File: src/sv/mtwd_pkg.sv
// ----------------------------------------------------------------------------
// mtwd_pkg: shared types and constants for the heartbeat watchdog
// Opcodes, register indexes, field widths and reset values.
// ----------------------------------------------------------------------------
`default_nettype none

package mtwd_pkg;

   // field widths
   localparam int unsigned OpW       = 2;
   localparam int unsigned TaskW     = 4;
   localparam int unsigned FeedW     = 16;
   localparam int unsigned MaskW     = 4;
   localparam int unsigned CountW    = 12;
   localparam int unsigned CodeW     = 3;
   localparam int unsigned DivW      = 8;
   localparam int unsigned CsrIdxW   = 2;
   localparam int unsigned CsrDataW  = 16;
   localparam int unsigned ReqDataW  = 8;
   localparam int unsigned RspDataW  = 16;

   localparam int unsigned NumTasksDefault = 4;

   // register reset values
   localparam logic [FeedW-1:0]  MinIterReset  = 16'd1;
   localparam logic [MaskW-1:0]  MaskReset     = 4'd7;
   localparam logic [CountW-1:0] ReloadReset   = 12'd1400;
   localparam logic [CodeW-1:0]  CodeReset     = 3'd0;
   localparam logic [CodeW-1:0]  CodeMax       = 3'd6;

   typedef enum logic [OpW-1:0] {
      OP_FEED  = 2'd0,
      OP_CHECK = 2'd1,
      OP_TICK  = 2'd2,
      OP_START = 2'd3
   } op_type;

   typedef enum logic [CsrIdxW-1:0] {
      REG_MIN_ITER = 2'd0,
      REG_MASK     = 2'd1,
      REG_RELOAD   = 2'd2,
      REG_PRESCALE = 2'd3
   } reg_idx_type;

   // result word, lowest field last
   typedef struct packed {
      logic              running;
      logic [CountW-1:0] count_now;
      logic              tasks_alive;
      logic              watchdog_reset;
   } result_type;

endpackage

`default_nettype wire

File: src/sv/multi_task_heartbeat_watchdog_core.sv
// ----------------------------------------------------------------------------
// multi_task_heartbeat_watchdog_core
// Task heartbeat monitor combined with a prescaled down-counting watchdog.
// ----------------------------------------------------------------------------
// Usage:
//   Each req word is one event: feed (with a task index), periodic check,
//   low-speed watchdog tick, or start. Every event yields exactly one rsp
//   word carrying the underflow flag, last check result, down-counter value
//   and running flag as they stand after the event.
//   The event updates state at the accepting edge and the result word is
//   registered in the output register, or in the skid register while the
//   receiver stalls. One event per cycle is sustained while req_tready is
//   high; each event is a single counter step plus a parallel task compare.
//   A two-entry result queue (output register plus skid register) keeps the
//   input open for one more word while the receiver stalls; req_tready drops
//   only once the skid register is occupied.
//   Reset clears all counters, stops the watchdog, sets tasks_alive and
//   loads the register defaults. The csr port writes one register per cycle
//   and is meant to be used while the block is idle.
// ----------------------------------------------------------------------------
`default_nettype none

module multi_task_heartbeat_watchdog_core #(
   parameter int unsigned NUM_TASKS = mtwd_pkg::NumTasksDefault
) (
   input  wire logic                           clock,
   input  wire logic                           reset,
   // config port
   input  wire logic                           csr_we,
   input  wire logic [mtwd_pkg::CsrIdxW-1:0]   csr_index,
   input  wire logic [mtwd_pkg::CsrDataW-1:0]  csr_wdata,
   // event stream
   input  wire logic                           req_tvalid,
   output logic                                req_tready,
   input  wire logic [mtwd_pkg::ReqDataW-1:0]  req_tdata,  // opcode[1:0], task_index[5:2]
   // result stream
   output logic                                rsp_tvalid,
   input  wire logic                           rsp_tready,
   output logic [mtwd_pkg::RspDataW-1:0]       rsp_tdata   // watchdog_reset[0],
                                                           // tasks_alive[1],
                                                           // count_now[13:2], running[14]
);

   localparam int unsigned CountW = mtwd_pkg::CountW;
   localparam int unsigned FeedW  = mtwd_pkg::FeedW;
   localparam int unsigned DivW   = mtwd_pkg::DivW;

   // config registers
   logic [FeedW-1:0]            min_iter_ff;
   logic [mtwd_pkg::MaskW-1:0]  mask_ff;
   logic [CountW-1:0]           reload_ff;
   logic [mtwd_pkg::CodeW-1:0]  code_ff;

   always_ff @(posedge clock) begin
      if (reset) begin
         min_iter_ff <= mtwd_pkg::MinIterReset;
         mask_ff     <= mtwd_pkg::MaskReset;
         reload_ff   <= mtwd_pkg::ReloadReset;
         code_ff     <= mtwd_pkg::CodeReset;
      end else if (csr_we) begin
         unique case (mtwd_pkg::reg_idx_type'(csr_index))
            mtwd_pkg::REG_MIN_ITER: min_iter_ff <= csr_wdata;
            mtwd_pkg::REG_MASK:     mask_ff     <= csr_wdata[mtwd_pkg::MaskW-1:0];
            mtwd_pkg::REG_RELOAD:   reload_ff   <= csr_wdata[CountW-1:0];
            mtwd_pkg::REG_PRESCALE: code_ff     <= csr_wdata[mtwd_pkg::CodeW-1:0];
            default: ;
         endcase
      end
   end

   // event decode
   logic                         accept;
   mtwd_pkg::op_type             op;
   logic [mtwd_pkg::TaskW-1:0]   task_idx;

   assign accept   = req_tvalid & req_tready;
   assign op       = mtwd_pkg::op_type'(req_tdata[mtwd_pkg::OpW-1:0]);
   assign task_idx = req_tdata[mtwd_pkg::OpW +: mtwd_pkg::TaskW];

   // feed counters
   logic [FeedW-1:0] feed_ff [NUM_TASKS];
   logic [NUM_TASKS-1:0] task_short;

   for (genvar i = 0; i < NUM_TASKS; i++) begin : g_task
      logic [FeedW-1:0] feed_in;

      always_comb begin
         feed_in = feed_ff[i];
         if (accept) begin
            if (op == mtwd_pkg::OP_CHECK) begin
               feed_in = '0;
            end else if (op == mtwd_pkg::OP_FEED && task_idx == mtwd_pkg::TaskW'(i)
                         && feed_ff[i] != {FeedW{1'b1}}) begin
               feed_in = feed_ff[i] + FeedW'(1);
            end
         end
      end

      always_ff @(posedge clock) begin
         if (reset) begin
            feed_ff[i] <= '0;
         end else begin
            feed_ff[i] <= feed_in;
         end
      end

      // only mask bits that exist count toward the check
      if (i < mtwd_pkg::MaskW) begin : g_mon
         assign task_short[i] = mask_ff[i] && (feed_ff[i] < min_iter_ff);
      end else begin : g_nomon
         assign task_short[i] = 1'b0;
      end
   end

   // watchdog state
   logic [DivW-1:0]   div_ff,     div_in;
   logic [CountW-1:0] down_ff,    down_in;
   logic              started_ff, started_in;
   logic              alive_ff,   alive_in;
   logic              fired;

   logic [mtwd_pkg::CodeW-1:0] code_sat;
   logic [DivW:0]              tick_div;
   logic [DivW:0]              div_next;

   assign code_sat = (code_ff > mtwd_pkg::CodeMax) ? mtwd_pkg::CodeMax : code_ff;
   assign tick_div = (DivW+1)'(4) << code_sat;
   assign div_next = {1'b0, div_ff} + (DivW+1)'(1);

   always_comb begin
      div_in     = div_ff;
      down_in    = down_ff;
      started_in = started_ff;
      alive_in   = alive_ff;
      fired      = 1'b0;
      if (accept) begin
         unique case (op)
            mtwd_pkg::OP_FEED: ;
            mtwd_pkg::OP_CHECK: begin
               alive_in = ~|task_short;
               if (alive_in && started_ff) begin
                  down_in = reload_ff;
               end
            end
            mtwd_pkg::OP_TICK: begin
               if (started_ff) begin
                  if (div_next >= tick_div) begin
                     div_in = '0;
                     if (down_ff == '0) begin
                        fired   = 1'b1;
                        down_in = reload_ff;
                     end else begin
                        down_in = down_ff - CountW'(1);
                     end
                  end else begin
                     div_in = div_next[DivW-1:0];
                  end
               end
            end
            mtwd_pkg::OP_START: begin
               started_in = 1'b1;
               down_in    = reload_ff;
               div_in     = '0;
            end
            default: ;
         endcase
      end
   end

   always_ff @(posedge clock) begin
      if (reset) begin
         div_ff     <= '0;
         down_ff    <= '0;
         started_ff <= 1'b0;
         alive_ff   <= 1'b1;
      end else begin
         div_ff     <= div_in;
         down_ff    <= down_in;
         started_ff <= started_in;
         alive_ff   <= alive_in;
      end
   end

   mtwd_pkg::result_type result;

   assign result.running        = started_in;
   assign result.count_now      = down_in;
   assign result.tasks_alive    = alive_in;
   assign result.watchdog_reset = fired;

   // result queue: output register plus skid register
   logic                 out_valid_ff,  out_valid_in;
   logic                 skid_valid_ff, skid_valid_in;
   mtwd_pkg::result_type out_data_ff,   out_data_in;
   mtwd_pkg::result_type skid_data_ff,  skid_data_in;

   assign req_tready = ~skid_valid_ff;

   always_comb begin
      out_valid_in  = out_valid_ff;
      out_data_in   = out_data_ff;
      skid_valid_in = skid_valid_ff;
      skid_data_in  = skid_data_ff;
      if (!out_valid_ff || rsp_tready) begin
         if (skid_valid_ff) begin
            out_valid_in  = 1'b1;
            out_data_in   = skid_data_ff;
            skid_valid_in = 1'b0;
         end else begin
            out_valid_in = accept;
            out_data_in  = result;
         end
      end else if (accept) begin
         skid_valid_in = 1'b1;
         skid_data_in  = result;
      end
   end

   always_ff @(posedge clock) begin
      if (reset) begin
         out_valid_ff  <= 1'b0;
         skid_valid_ff <= 1'b0;
      end else begin
         out_valid_ff  <= out_valid_in;
         skid_valid_ff <= skid_valid_in;
      end
   end

   always_ff @(posedge clock) begin
      out_data_ff  <= out_data_in;
      skid_data_ff <= skid_data_in;
   end

   assign rsp_tvalid = out_valid_ff;
   assign rsp_tdata  = mtwd_pkg::RspDataW'(out_data_ff);

endmodule

`default_nettype wire

File: config.mk
export PLATFORM = sky130hd
export DESIGN_NAME = multi_task_heartbeat_watchdog_core
export DESIGN_NICKNAME = d
export VERILOG_FILES = /design/src/sv/mtwd_pkg.sv /design/src/sv/multi_task_heartbeat_watchdog_core.sv
export SDC_FILE = /design/constraint.sdc
export NUM_CORES = 1
export LEC_CHECK = 0
export BUFFER_PORTS_ARGS = -buffer_cell sky130_fd_sc_hd__buf_4
export CORE_MARGIN = 10
export CORE_UTILIZATION = 45
export CTS_BUF_LIST = sky130_fd_sc_hd__clkbuf_4 sky130_fd_sc_hd__clkbuf_8
export CTS_CLUSTER_SIZE = 14
export DETAILED_ROUTE_END_ITERATION = 8
export MAX_ROUTING_LAYER = met4
export PLACE_DENSITY_LB_ADDON = 0.15
export SYNTH_ARGS = -nofsm -noshare
export SYNTH_HDL_FRONTEND = slang
export SYNTH_SLANG_ARGS = --single-unit
File: constraint.sdc
create_clock -name clock -period 3.5 [get_ports clock]
set_clock_uncertainty 0.05 [all_clocks]
set_input_delay 0.525 -clock clock [delete_from_list [all_inputs] [get_ports clock]]
set_output_delay 0.525 -clock clock [all_outputs]
set_load 0.1 [all_outputs]
==> results.yml <==
cts:
  clock_slew_seen_by_the_registers_of_the_worst_setup_and_hold_paths_ns: 0.09
  cts_sinks: 153
  tritoncts: "yes"
  ctsHtreeMaxLevel: 4
  worst_skew_pair.late_latency_ns: 0.46
  cts_buffers: 17
  cts-root-buf: "sky130_fd_sc_hd__clkbuf_8"
  bufs_on_longest_clock_path: 2
critical_path:
  worst_path_dominant_cell_family: "compound AO/OA/AOI/OAI gates"
  arrival_ns: 3.52
  crit_chain: "inv_1 -> ha_1 -> nand4_1 -> or4_1 -> o32a_1 -> a22oi_1 -> buf_4 -> nand3_2 -> o211ai_1 -> a31oi_1"
  kind_of_launch_point_of_the_worst_setup_path: "flip-flop"
  critical_path_cell_count: 10
  cp_capture_type: "flip-flop"
  cpPeakStageDelay_ns: 0.56
  timing.reg2reg.worst_path_depth: 10
  critical_path.slowest_cell: "sky130_fd_sc_hd__or4_1"
  path_class: "flip-flop to flip-flop"
  critical_path.n_buffers_inverters: 2
  critical_path.max_fanout: 6
  cp.required_ns: 3.64
routing:
  first_pass_iters: 5
  dr.first_iter.drc_count: 676
  num_vias: 8016
  route.antenna.remaining_nets: 0
  wire_per_inst_um: 17.41
  drc_markers: 0
  drt-total-wl_um: 24690
  routed_via_density: 5.653
layout:
  final_cells: 1418
  num-nets-final: 1247
  syn_to_final_growth_pct: 14.65
  count_of_fill_cells_added_during_filler_insertion: 1948
  post_route_cells_drive_above_1_share: 0.1396
  num_antenna_cells: 0
floorplanning:
  io-pin-count: 49
  initial_utilization: 0.4610
  core_area_um2: 19650
  dieWidth_um: 161.9
  die_y_extent_um: 161.9
  die_area_um2: 26210
  core.rowCount: 51
worst_hold_path:
  hold_depth: 3
  hp-class: "input port to flip-flop"
timing:
  max_slew_margin: 0.2805
  period_share: 0.9672
  finalSetupTns_ns: 0
  finalSetupViolations: 0
  worstMarginPinSlew_ns: 1.070
  worst_case_setup_margin_in_the_final_layout_ns: 0.1148
  slew_violations: 0
  rsz0062_at_grt: "no"
  final_hold_viol_count: 0
  fmaxAchievable_mhz: 295.4
  period_minus_slack_ns: 3.385
grt:
  grt_pass1_vias: 7193
  globalRouteTotalUtil: 0.1884
  grt_max_degree: 68
  grt_antenna_before_repair: 0
  global_route.overflow_total: 0
  first_pass_grt_wire_length_um: 38890
power:
  pwr_density_cell_nw_per_um2: 375.5
  cellLeakagePower_nw: 4.066
  report.power.total_mw: 3.901
  max-vdd-ir-drop_mv: 0.2437
synth:
  synth.net_count: 1184
  syn_avg_cell_area_um2: 8.406
  yosys_warnings: 0
  synth.yosys.seq_area_share: 0.3712
  synth_edf_count: 30
  synth.lib_cells_used.distinct: 76
  largest_cells_by_area_after_synthesis: "sky130_fd_sc_hd__dfxtp_1, sky130_fd_sc_hd__ha_1, sky130_fd_sc_hd__edfxtp_1"
  yosys.area.top_type_share: 0.2717
  synth_top_flop_cell: "sky130_fd_sc_hd__dfxtp_1"
  synth.largest_area_cell: "sky130_fd_sc_hd__dfxtp_1"
  ys_ff_latch: 153
  post_synth_instance_area_um2: 9061
  syn-instance-count: 1078
  async_reset_ff_frac: 0
flow_run:
  cap_violations: 0
status:
  run_status: "finished, final reports clean"
placed_design:
  post-place-ws_ns: 0.1080
  hpwlAfterDp_um: 17690
  finalWeightedCongestion: 0.9330
  io_buffers: 45
  cells_after_dpl: 1386
==> power breakdown <==
| part | internal, mW | switching, mW |
|---|---|---|
| registers | 1.84 | 0.0365 |
| clock network | 0.704 | 0.701 |
| logic | 0.196 | 0.423 |
| total | 2.74 | 1.16 |
==> final cells by class <==
cell class | count | area (um^2) | share of cell area
well taps | 265 | 331.6 | 0.03192
repair buffers | 87 | 678.2 | 0.06528
clock buffers | 18 | 241.5 | 0.02324
inverters | 45 | 168.9 | 0.01626
flip-flops and latches | 153 | 3366 | 0.3240
multi-input cells | 837 | 5450 | 0.5246
clock inverters | 13 | 152.6 | 0.01469
==> flip-flops by register name, summed over array words and instances, names as in the netlist, 4 cells and up <==
| name | flops |
|---|---|
| feed_ff | 64 |
| down_ff | 12 |
| rsp_tdata | 15 |
| mask_ff | 4 |
| div_ff | 8 |
| reload_ff | 12 |
| skid_data_ff | 15 |
| min_iter_ff | 16 |
==> synth_stat cells (all sizes together), types with 22 or more instances <==
| master | count |
|---|---|
| xor2 | 22 |
| xnor2 | 29 |
| nor2 | 124 |
| nand2 | 147 |
| ha | 75 |
| nand3 | 35 |
| clkbuf | 37 |
| dfxtp | 123 |
| o21ai | 30 |
| a21oi | 86 |
| nor3 | 32 |
| edfxtp | 30 |
| inv | 43 |
==> tightest hold or removal path: cells and delay by family <==
kind                   cells  cell delay (ns)
buffers and inverters      1             0.09
and+or+nand+nor            2             0.10
==> final timing paths <==
kind | start | end | slack [ns]
setup reg to reg | min_iter_ff[15] | rsp_tdata[13] | 0.11
setup / recovery | min_iter_ff[15] | rsp_tdata[13] | 0.11
hold reg to reg | min_iter_ff[12] | min_iter_ff[12] | 0.41
hold / removal | csr_wdata[4] | reload_ff[4] | 0.23
==> layout by cell type, fill, tap and decap left out, types with 8 or more instances in the layout <==
cell	Yosys	layout
sky130_fd_sc_hd__nor3_1	31	29
sky130_fd_sc_hd__mux2i_1	12	12
sky130_fd_sc_hd__o211ai_1	8	8
sky130_fd_sc_hd__nor4_1	16	16
sky130_fd_sc_hd__or4_1	9	9
sky130_fd_sc_hd__clkbuf_8	0	17
sky130_fd_sc_hd__a21o_1	9	9
sky130_fd_sc_hd__nand4_1	16	16
sky130_fd_sc_hd__or3_1	17	17
sky130_fd_sc_hd__a31oi_1	8	8
sky130_fd_sc_hd__o21ai_0	28	27
sky130_fd_sc_hd__nor2_1	123	123
sky130_fd_sc_hd__a22oi_1	8	8
sky130_fd_sc_hd__a21oi_1	86	85
sky130_fd_sc_hd__ha_1	75	75
sky130_fd_sc_hd__edfxtp_1	30	30
sky130_fd_sc_hd__inv_1	43	43
sky130_fd_sc_hd__and4_1	8	8
sky130_fd_sc_hd__xnor2_1	29	29
sky130_fd_sc_hd__nand3_1	33	31
sky130_fd_sc_hd__buf_4	1	85
sky130_fd_sc_hd__o21a_1	11	11
sky130_fd_sc_hd__dfxtp_1	123	121
sky130_fd_sc_hd__nand2_1	147	146
sky130_fd_sc_hd__o31ai_1	8	8
sky130_fd_sc_hd__nand2b_1	10	9
sky130_fd_sc_hd__xor2_1	22	22
sky130_fd_sc_hd__nand3b_1	13	13
sky130_fd_sc_hd__and3_1	8	8
==> layer usage <==
layer | GRT usage | routed length, um
met1 | 0.2632 | 12560
met4 | 0.05211 | 350
met3 | 0.03210 | 1145
met2 | 0.2741 | 10630
met5 | - | 0
==> through the flow <==
stage	hold slack [ns]	utilization	area, um^2
CTS	0.2187	0.5235	10290
global route	0.2271	0.5286	10390
global placement	0.3933	0.5034	9894
finish	0.2336	0.5286	10390
floorplan	0.3856	-	9061
detailed placement	0.3965	0.5034	9894
==> kinds of logic (layout without fill, tap and decap cells) <==
group                      after synthesis  count (layout)  synth area share
xor gates and xnor gates                51              51           0.04929
muxes                                   15              15           0.01698
buffers and inverters                   88             163           0.03811
AOI/OAI and AO/OA                      233             233            0.1723
and+or+nand+nor                        462             462            0.2481
adders and majority gates               75              75            0.1036
other                                    1               1         0.0004139
DFF                                    153             153            0.3712
==> what timing repair did <==
item,4_1_cts,5_1_grt
buffers inserted,0,1
endpoints found under the setup margin,0,22
hold buffers,0,0
gates resized for setup,0,20
Note: power is estimated with default switching activity, not from simulation.
